==> config.mk <==
export PLATFORM = sky130hd
export DESIGN_NAME = xoroshiro_random_draw
export DESIGN_NICKNAME = d
export VERILOG_FILES = /design/src/rtl/xrd_pkg.sv /design/src/rtl/xoroshiro_random_draw.sv /design/src/rtl/xrd_front.sv /design/src/rtl/xrd_queue.sv /design/src/rtl/xrd_back.sv
export SDC_FILE = /design/constraint.sdc
export NUM_CORES = 2
export LEC_CHECK = 0
export ABC_AREA = 1
export BUFFER_PORTS_ARGS = -buffer_cell sky130_fd_sc_hd__clkbuf_2
export CAP_MARGIN = 15
export CORE_ASPECT_RATIO = 1.75
export CORE_MARGIN = 2
export CORE_UTILIZATION = 61
export CTS_CLUSTER_SIZE = 28
export DETAILED_ROUTE_END_ITERATION = 16
export GPL_ROUTABILITY_DRIVEN = 1
export PLACE_DENSITY = 0.8
export SLEW_MARGIN = 15
export SYNTH_ARGS = -nofsm -noshare
export SYNTH_HDL_FRONTEND = slang
export SYNTH_SLANG_ARGS = --single-unit
==> constraint.sdc <==
create_clock -name aclk -period 11.4 [get_ports aclk]
set_input_delay 2.28 -clock aclk [delete_from_list [all_inputs] [get_ports aclk]]
set_output_delay 2.28 -clock aclk [all_outputs]
set_load 0.01 [all_outputs]
==> src/rtl/xrd_pkg.sv <==
// xrd_pkg: shared types and constants for the xoroshiro128+ draw block
// no dependencies
`timescale 1ns / 1ps

package xrd_pkg;

    localparam logic [63:0] SEED0_RESET = 64'd1;
    localparam logic [63:0] SEED1_RESET = 64'h9E37_79B9_7F4A_7C15;
    localparam int ROT_A = 55;
    localparam int SHIFT_B = 14;
    localparam int ROT_C = 36;
    localparam int FRAC_SHIFT = 12;
    localparam int WORD_BITS = 64;
    localparam int SPAN_BITS = 33;
    localparam int QUEUE_DEPTH = 2;

    localparam logic REG_SEED0 = 1'b0;
    localparam logic REG_SEED1 = 1'b1;

    typedef struct packed {
        logic signed [31:0] range_low;
        logic signed [31:0] range_high;
    } draw_in_t;

    typedef struct packed {
        logic [63:0]        raw_value;
        logic signed [31:0] ranged_value;
        logic [51:0]        unit_fraction;
        logic               range_error;
    } draw_out_t;

    // work item passed from the generator front to the modulo back end
    typedef struct packed {
        logic [63:0]        raw;
        logic [32:0]        span;
        logic signed [31:0] low;
        logic               err;
    } draw_job_t;

endpackage

==> src/rtl/xoroshiro_random_draw.sv <==
// xoroshiro_random_draw: xoroshiro128+ generator with ranged and unit results
// depends on xrd_pkg, xrd_front, xrd_queue, xrd_back
// the one-bit-per-cycle remainder unit finishes each draw before it takes the next;
// the front and a two-entry queue run ahead of it
// reset: synchronous active-low aresetn loads default seeds and empties the queue
`timescale 1ns / 1ps

module xoroshiro_random_draw (
    input  logic                aclk,
    input  logic                aresetn,
    input  logic                cfg_wr_en,
    input  logic [63:0]         cfg_wr_index,
    input  logic [63:0]         cfg_wr_data,
    input  logic                s_valid,
    output logic                s_ready,
    input  xrd_pkg::draw_in_t   s_data,
    output logic                m_valid,
    input  logic                m_ready,
    output xrd_pkg::draw_out_t  m_data
);

    logic f_valid, f_ready, q_valid, q_ready, idx_ok;
    xrd_pkg::draw_job_t f_data, q_data;

    assign idx_ok = cfg_wr_index[63:1] == '0;

    xrd_front u_front (
        .aclk(aclk), .aresetn(aresetn),
        .cfg_wr_en(cfg_wr_en), .cfg_wr_index(cfg_wr_index[0:0]),
        .cfg_wr_data(cfg_wr_data), .cfg_wr_valid_index(idx_ok),
        .s_valid(s_valid), .s_ready(s_ready), .s_data(s_data),
        .job_valid(f_valid), .job_ready(f_ready), .job_data(f_data)
    );

    xrd_queue u_queue (
        .aclk(aclk), .aresetn(aresetn),
        .in_valid(f_valid), .in_ready(f_ready), .in_data(f_data),
        .out_valid(q_valid), .out_ready(q_ready), .out_data(q_data)
    );

    xrd_back u_back (
        .aclk(aclk), .aresetn(aresetn),
        .job_valid(q_valid), .job_ready(q_ready), .job_data(q_data),
        .m_valid(m_valid), .m_ready(m_ready), .m_data(m_data)
    );

endmodule

==> src/rtl/xrd_front.sv <==
// xrd_front: seed registers, generator state and span computation
// depends on xrd_pkg
`timescale 1ns / 1ps

module xrd_front (
    input  logic                aclk,
    input  logic                aresetn,
    input  logic                cfg_wr_en,
    input  logic [0:0]          cfg_wr_index,
    input  logic [63:0]         cfg_wr_data,
    input  logic                cfg_wr_valid_index,
    input  logic                s_valid,
    output logic                s_ready,
    input  xrd_pkg::draw_in_t   s_data,
    output logic                job_valid,
    input  logic                job_ready,
    output xrd_pkg::draw_job_t  job_data
);

    logic [63:0] seed0_reg, seed1_reg, word0_reg, word1_reg;
    logic [63:0] seed0_next, seed1_next;
    logic [63:0] a_w, b_w, w0_step, w1_step;
    logic signed [32:0] low_ext, high_ext, diff_w;
    logic take;

    assign s_ready = job_ready;
    assign job_valid = s_valid;
    assign take = s_valid && job_ready;

    assign a_w = word0_reg;
    assign b_w = word1_reg ^ word0_reg;
    assign w0_step = {a_w[63-xrd_pkg::ROT_A:0], a_w[63:64-xrd_pkg::ROT_A]}
                     ^ b_w ^ (b_w << xrd_pkg::SHIFT_B);
    assign w1_step = {b_w[63-xrd_pkg::ROT_C:0], b_w[63:64-xrd_pkg::ROT_C]};

    assign low_ext = {s_data.range_low[31], s_data.range_low};
    assign high_ext = {s_data.range_high[31], s_data.range_high};
    assign diff_w = high_ext - low_ext;

    always_comb begin
        job_data.raw = word0_reg + word1_reg;
        job_data.low = s_data.range_low;
        job_data.err = !(s_data.range_high > s_data.range_low);
        job_data.span = diff_w;
    end

    always_comb begin
        seed0_next = seed0_reg;
        seed1_next = seed1_reg;
        if (cfg_wr_en && cfg_wr_valid_index) begin
            if (cfg_wr_index == xrd_pkg::REG_SEED0) begin
                seed0_next = cfg_wr_data;
            end else begin
                seed1_next = cfg_wr_data;
            end
        end
    end

    always_ff @(posedge aclk) begin
        if (!aresetn) begin
            seed0_reg <= xrd_pkg::SEED0_RESET;
            seed1_reg <= xrd_pkg::SEED1_RESET;
            word0_reg <= xrd_pkg::SEED0_RESET;
            word1_reg <= xrd_pkg::SEED1_RESET;
        end else begin
            seed0_reg <= seed0_next;
            seed1_reg <= seed1_next;
            if (cfg_wr_en && cfg_wr_valid_index) begin
                word0_reg <= ((seed0_next | seed1_next) == 64'd0) ? 64'd1 : seed0_next;
                word1_reg <= seed1_next;
            end else if (take) begin
                word0_reg <= w0_step;
                word1_reg <= w1_step;
            end
        end
    end

endmodule

==> src/rtl/xrd_queue.sv <==
// xrd_queue: short job queue between generator front and modulo back end
// depends on xrd_pkg
`timescale 1ns / 1ps

module xrd_queue (
    input  logic                aclk,
    input  logic                aresetn,
    input  logic                in_valid,
    output logic                in_ready,
    input  xrd_pkg::draw_job_t  in_data,
    output logic                out_valid,
    input  logic                out_ready,
    output xrd_pkg::draw_job_t  out_data
);

    localparam int DEPTH = xrd_pkg::QUEUE_DEPTH;

    xrd_pkg::draw_job_t mem_reg [DEPTH];
    logic [$clog2(DEPTH)-1:0] wr_ptr_reg, rd_ptr_reg;
    logic [$clog2(DEPTH):0] count_reg;
    logic push, pop;

    assign in_ready = count_reg != DEPTH[$clog2(DEPTH):0];
    assign out_valid = count_reg != '0;
    assign out_data = mem_reg[rd_ptr_reg];
    assign push = in_valid && in_ready;
    assign pop = out_valid && out_ready;

    always_ff @(posedge aclk) begin
        if (push) begin
            mem_reg[wr_ptr_reg] <= in_data;
        end
    end

    always_ff @(posedge aclk) begin
        if (!aresetn) begin
            wr_ptr_reg <= '0;
            rd_ptr_reg <= '0;
            count_reg <= '0;
        end else begin
            if (push) wr_ptr_reg <= wr_ptr_reg + 1'b1;
            if (pop) rd_ptr_reg <= rd_ptr_reg + 1'b1;
            if (push && !pop) count_reg <= count_reg + 1'b1;
            else if (pop && !push) count_reg <= count_reg - 1'b1;
        end
    end

endmodule

==> src/rtl/xrd_back.sv <==
// xrd_back: bit-serial remainder of raw by span, then result register
// depends on xrd_pkg
`timescale 1ns / 1ps

module xrd_back (
    input  logic                aclk,
    input  logic                aresetn,
    input  logic                job_valid,
    output logic                job_ready,
    input  xrd_pkg::draw_job_t  job_data,
    output logic                m_valid,
    input  logic                m_ready,
    output xrd_pkg::draw_out_t  m_data
);

    typedef enum logic [1:0] {ST_IDLE, ST_DIV, ST_OUT} state_t;

    localparam int SB = xrd_pkg::SPAN_BITS;

    state_t state_reg;
    logic [6:0] bit_reg;
    logic [63:0] raw_reg, shift_reg;
    logic [SB-1:0] span_reg, rem_reg;
    logic [SB:0] trial_w;
    logic signed [31:0] low_reg;
    logic err_reg;
    xrd_pkg::draw_out_t out_reg;

    assign job_ready = (state_reg == ST_IDLE);
    assign m_valid = (state_reg == ST_OUT);
    assign m_data = out_reg;
    assign trial_w = {rem_reg, shift_reg[63]};

    always_ff @(posedge aclk) begin
        if (!aresetn) begin
            state_reg <= ST_IDLE;
            bit_reg <= '0;
        end else begin
            case (state_reg)
                ST_IDLE: begin
                    if (job_valid) begin
                        raw_reg <= job_data.raw;
                        shift_reg <= job_data.raw;
                        span_reg <= job_data.span;
                        low_reg <= job_data.low;
                        err_reg <= job_data.err;
                        rem_reg <= '0;
                        bit_reg <= 7'd64;
                        state_reg <= ST_DIV;
                    end
                end
                ST_DIV: begin
                    if (bit_reg == 7'd0) begin
                        out_reg.raw_value <= raw_reg;
                        out_reg.unit_fraction <= raw_reg[63:xrd_pkg::FRAC_SHIFT];
                        out_reg.range_error <= err_reg;
                        out_reg.ranged_value <= err_reg ? low_reg
                                              : low_reg + rem_reg[31:0];
                        state_reg <= ST_OUT;
                    end else begin
                        shift_reg <= {shift_reg[62:0], 1'b0};
                        if (!err_reg && trial_w >= {1'b0, span_reg}) begin
                            rem_reg <= SB'(trial_w - {1'b0, span_reg});
                        end else begin
                            rem_reg <= trial_w[SB-1:0];
                        end
                        bit_reg <= bit_reg - 7'd1;
                    end
                end
                ST_OUT: begin
                    if (m_ready) state_reg <= ST_IDLE;
                end
                default: state_reg <= ST_IDLE;
            endcase
        end
    end

endmodule

# Word level (Yosys, flattened, before mapping)

Memories as Yosys holds them, arrays and structs flattened. A register that Yosys moved wholly into a read port is not among the register bits.
Cells that the tools add are included.

Register bits after elaboration: 645
RAM bits: 260
Input port bits: 197
Output and inout bits: 151
Word-level logic and storage cells: 95
Memories: 1

Add/sub/neg operators: 9
Magnitude comparators: 2
Eq/ne operators: 7
Mux-type cells: 30
Bitwise logic cells: 4
Reduce and logical (&&, ||, !) cells: 23

Memories:

| name            | depth | width | read ports | clocked after memory_dff | write ports | line            | text |
|---|---|---|---|---|---|---|---|
| u_queue.mem_reg | 2     | 130   | 1          | 1                        | 1           | xrd_queue.sv:18 | `xrd_pkg::draw_job_t mem_reg [DEPTH];` |

Operator list:

| cell                                             | number |
|---|---|
| two-way mux 64 bit                               | 11 |
| bitwise XOR 64 bit                               | 3 |
| one-hot mux 64 bit (2 select lines)              | 1 |
| two-way mux 33 bit                               | 3 |
| one-hot mux 33 bit (2 select lines)              | 1 |
| adder 64 bit                                     | 1 |
| logical NOT 64 bit                               | 1 |
| bitwise OR 64 bit                                | 1 |
| logical NOT 63 bit                               | 1 |
| >= comparator 34 x 33 -> 1 bit                   | 1 |
| subtractor 32 x 32 -> 33 bit                     | 1 |
| subtractor 33 bit                                | 1 |
| adder 32 bit                                     | 1 |
| greater-than comparator 32 bit                   | 1 |
| two-way mux 32 bit                               | 1 |
| two-way mux 7 bit                                | 2 |
| one-hot mux 7 bit (2 select lines)               | 1 |
| AND reduction 3 bit                              | 4 |
| two-way mux 2 bit                                | 5 |
| nonzero test 2 bit                               | 4 |
| logical NOT 7 bit                                | 1 |
| subtractor 7 x 1 -> 7 bit, second input constant | 1 |
| logical AND 1 bit                                | 6 |
| != test 2 x 1 -> 1 bit, second input constant    | 3 |
| other kinds (11)                                 | 19 |

# Logic depth before layout (Yosys ltp)

Depth in word-level cells: 7
Mapped depth: 20
Gate-level depth less buffers: 19

# Hierarchy

Synthesis repeated with hierarchy kept, for this count alone.

Cells, all modules: 5805
Area total of the unflattened synthesis: 47654.5 um2

Modules (own cells, without submodules):

| module                | instances | cells each | area an instance (um2) | seq. area each (um2) |
|---|---|---|---|---|
| xrd_front             | 1         | 3414       | 20472.1                | 5124.9 |
| xrd_back              | 1         | 1854       | 17165.2                | 9909.5 |
| xrd_queue             | 1         | 441        | 9646.8                 | 7907.6 |
| xoroshiro_random_draw | 1         | 96         | 370.4                  | 0.0 |

# Worst setup path after synthesis

No wires, ideal clock.

Kind: input port to flip-flop
From: input aresetn
To: register u_back.out_reg (netlist bit u_back.m_data[0]) (enable)
Library setup time: 0.672 ns
Arrival time: 9.427 ns
Required time: 10.728 ns
Setup slack: 1.302 ns
Stages: 4
Path buffers: 2
Cell sequence: clkbuf_1 > inv_1 > clkbuf_1 > nor3_1

Word-level cells in the longest chain between the ends: 1

RTL lines:

| what                                 | line                        | text |
|---|---|---|
| start, declared                      | xoroshiro_random_draw.sv:10 | `input logic aresetn,` |
| AND reduction 3 bit (no source line) | n/a                         |  |
| end, declared                        | xrd_back.sv:27              | `xrd_pkg::draw_out_t out_reg;` |

No other way between the ends.
A chain may end at the register's enable or synchronous reset.

# Worst setup path in the final report

From: input cfg_wr_index[24]
To: register u_front.word0_reg[0], in the netlist u_front.a_w[0]

Word-level cells in the longest chain between the ends: 7
Elaborated cells on any way between the ends: 9
Those cells by class: mux: 4; bitwise: 1; reduce/logical: 4

RTL lines:

| what                 | line                             | text |
|---|---|---|
| start, declared      | xoroshiro_random_draw.sv:12      | `input logic [63:0] cfg_wr_index,` |
| logical NOT 63 bit * | xoroshiro_random_draw.sv:25      | `assign idx_ok = cfg_wr_index[63:1] == '0;` |
| logical AND 1 bit *  | xrd_front.sv:50, xrd_front.sv:68 |  |
| two-way mux 64 bit   | xrd_front.sv:50                  | `if (cfg_wr_en && cfg_wr_valid_index) begin` |
| bitwise OR 64 bit    | xrd_front.sv:69                  | `word0_reg <= ((seed0_next \| seed1_next) == 64'd0) ? 64'd1 : seed0_next;` |
| logical NOT 64 bit   | xrd_front.sv:69                  |  |
| two-way mux 64 bit   | xrd_front.sv:69                  |  |
| two-way mux 64 bit   | xrd_front.sv:68                  | `if (cfg_wr_en && cfg_wr_valid_index) begin` |
| end signal, assigned | xrd_front.sv:63                  | `word0_reg <= xrd_pkg::SEED0_RESET;` |
| end signal, assigned | xrd_front.sv:69                  |  |
| end signal, assigned | xrd_front.sv:72                  | `word0_reg <= w0_step;` |
| end, declared        | xrd_front.sv:20                  | `logic [63:0] seed0_reg, seed1_reg, word0_reg, word1_reg;` |

Every way passes the cells marked *; elsewhere a longest branch is shown, timed or not.

==> out/results.ini <==
[logic_synthesis]
ys_seq_elements = 854
syn_area_sq_um = 44690
synth_async_sr_flop_share_pct = 0
yosysMostFrequentCell = nand2_1
synthTopCellsByCount = nand2_1 (1520), edfxtp_1 (584), nor2_1 (526)
synth_cell_type_count = 48
synth_edf_count = 584
synth.avg_cell_area_sq_um = 8.512
yosys.area.top_type = edfxtp_1
yosysSeqAreaShare_pct = 51.33
synthFlopType = edfxtp_1
yosysWarnings = 0
syn_nets = 5615
synthDominantCellAreaShare_pct = 39.24
synth.area.top_cells = edfxtp_1 (39%), nand2_1 (13%), dfxtp_1 (12%)
synth_cells = 5251

[die]
die_area_sq_um = 75540
placementRows = 131
fp.dieW_um = 208.6
boundaryPins = 348
die_h_um = 362.1
initial_utilization_pct = 61.41
core-area_sq_um = 72770

[drt]
wirelength_um = 164500
vias = 39503
drc = 0
drt-vias-per-instance = 6.145
dr.first_iter.drc_count = 3885
ant_nets = 0
first_pass_iters = 10
wl_per_cell_um = 25.60

[placed_design]
place_hpwl_um = 119100
gp_congestion = 1.160
numPortBuffers = 347
place_area_sq_um = 46680

[timing]
setup_viol = 0
holdWs_ns = 0.4097
fin_crit_sh_pct = 49.94
period_minus_slack_ns = 5.693
skew_ns = 0.03799
max_slew.worst_pin.slew_ns = 1.236
drv_slew = 0
slew_headroom_pct = 17.58
hold_viol_final = 0
fmax_mhz = 175.6
fin_tns_setup_ns = 0
grt_setup_unrepaired = no

[finish]
fin_area_sq_um = 49300
largest_register_ffs = 260
antennaDiodeCount = 0
final_nets = 5799
area_growth_pct = 10.31
drive_gt1_share_pct = 10.10
fillCellCount = 5900

[power]
comb_power_share_pct = 44.1
power.internal_mw = 7.790
p_sw_share_pct = 43.76
power_density_nw_per_um2 = 281.0
p_leak_nw = 21.20
ir_worst_vdd_mv = 0.1564
power_switching_mw = 6.063
clkPwrFrac_pct = 19.9
seqPwrFrac_pct = 36.0

[grt]
grt-ovfl-total = 0
grt_pass1_wl_um = 238200
grt_pass1_vias = 39191
grt_usage_pct = 43.22
antenna_found_initial = 6
grt_max_degree = 131

[critical_path]
worstReg2RegStart = u_front.a_w[3]
crit_type = input pin to flop
arrival_ns = 6.33
cpMostUsedCell = nand2_1
critPathLaunchType = input pin
slowest_delay_ns = 0.88
worst_ep_required_time_ns = 12.04
r2r_end = u_queue.mem_reg[0][126]
r2r_cells = 10
cp_cell_sequence = clkbuf_2, nor2_1, nand2_1, nor2_1, nand2_1, nor2_4, buf_4, nand2_8, buf_4, buf_4, o21ai_0, nor2_1, nand2_1, nor2_1, nand2_1, nor2_1, nand2_1, o21ai_1, nand2_1, nand2_1
endpoint_kind = flop
regToRegSetupSlack_ns = 6.76
critPathLaunch = cfg_wr_index[24]
crit_fanout = 100
critPathSlowestCell = buf_4

[hold_path]
holdPathStages = 0
holdPathEnd = u_back.m_data[27]
hp-start = u_back.raw_reg[38]
min_path_type = flop to flop

[run_status]
status = finished, final reports clean

[clock_tree]
numCtsBuffers = 77
cts_setup_buffers = 0
hold_buffers = 0
h-tree-depth = 3
cts_resized = 0
clk_pin_slew_ns = 0.07
clock_latency_ns = 0.71
cts_sinks = 854
cts-root-buf = clkbuf_16
clk_path_buf_depth = 3
cts_tree = done

[run]
cap_violations = 0

==> critical path, delay by kind of cell <==
family / cells / cell delay [ns]
AND/OR/NAND/NOR: 14 / 1.48
AO/OA/AOI/OAI: 2 / 0.46
buffers and inverters: 4 / 1.95
==> power by group through the flow <==
stage / logic (mW) / registers (mW) / clock network [mW]
after floorplan: 3.73 / 4.90 / 0
after global placement: 5.68 / 4.99 / 0
after detailed placement: 5.77 / 5.02 / 0
after CTS: 5.81 / 4.96 / 2.76
after global routing: 6.48 / 5.02 / 2.87
final: 6.11 / 4.99 / 2.76
==> how the worst max path moves through the flow <==
stage / end / cells past startpoint
global placement: u_front.a_w[0] / 20
finish: u_front.a_w[0] / 20
detailed placement: u_front.a_w[0] / 20
CTS: u_front.a_w[0] / 20
floorplan: u_back.m_data[0] / 4
global route: u_front.a_w[0] / 20
==> through the flow <==
step	util [%]	setup slack [ns]	std cells	power (mW)
2_1_floorplan	-	1.302	5251	8.629
3_3_place_gp	64.15	5.286	6286	10.67
3_5_place_dp	64.15	5.212	6286	10.79
4_1_cts	67.74	5.905	6427	13.53
5_1_grt	67.74	5.515	6428	14.38
6_report	67.74	5.707	6428	13.85
==> per-layer routing <==
metal / vias up / share of wire [%] / GRT usage, %
li1: 17956 / - / -
met1: 18463 / 30 / 40.57
met2: 2286 / 49 / 75.01
met3: 788 / 8.5 / 10.74
met4: 10 / 12 / 43.54
met5: - / 0.043 / 0
==> layout by cell type (no fill, tap or decap), types with 152 or more instances in the layout <==
master    synthesis  final
nor2_1          526    518
dfxtp_1         270    269
edfxtp_1        584    584
o21ai_0         316    316
a21oi_1         382    382
nand2_1        1520   1519
nand3_1         190    190
clkbuf_2          0    345
ha_1            163    163
inv_1           390    386
xor2_1          152    152
==> cells by family (layout without fill, tap and decap cells) <==
family	after synthesis	count (layout)	share of synthesized area (%)
compound gates	961	961	11.88
xor+xnor	240	240	4.703
fa+ha+maj	167	167	4.742
buf+inv	676	922	6.271
flops	854	854	51.33
mux	19	19	0.4255
simple gates	2334	2334	20.65
==> cell type report <==
| cell class | count | area [sq um] | area share (%) |
|---|---|---|---|
| inverter | 394 | 1485 | 3.012 |
| tap | 931 | 1165 | 2.363 |
| timing repair buffer | 387 | 2077 | 4.213 |
| clock buffer | 92 | 2034 | 4.127 |
| sequential | 854 | 22950 | 46.54 |
| clock inverter | 49 | 578.1 | 1.172 |
| multi-input combinational | 3721 | 19020 | 38.57 |
Power figures use the tool's default switching activity.
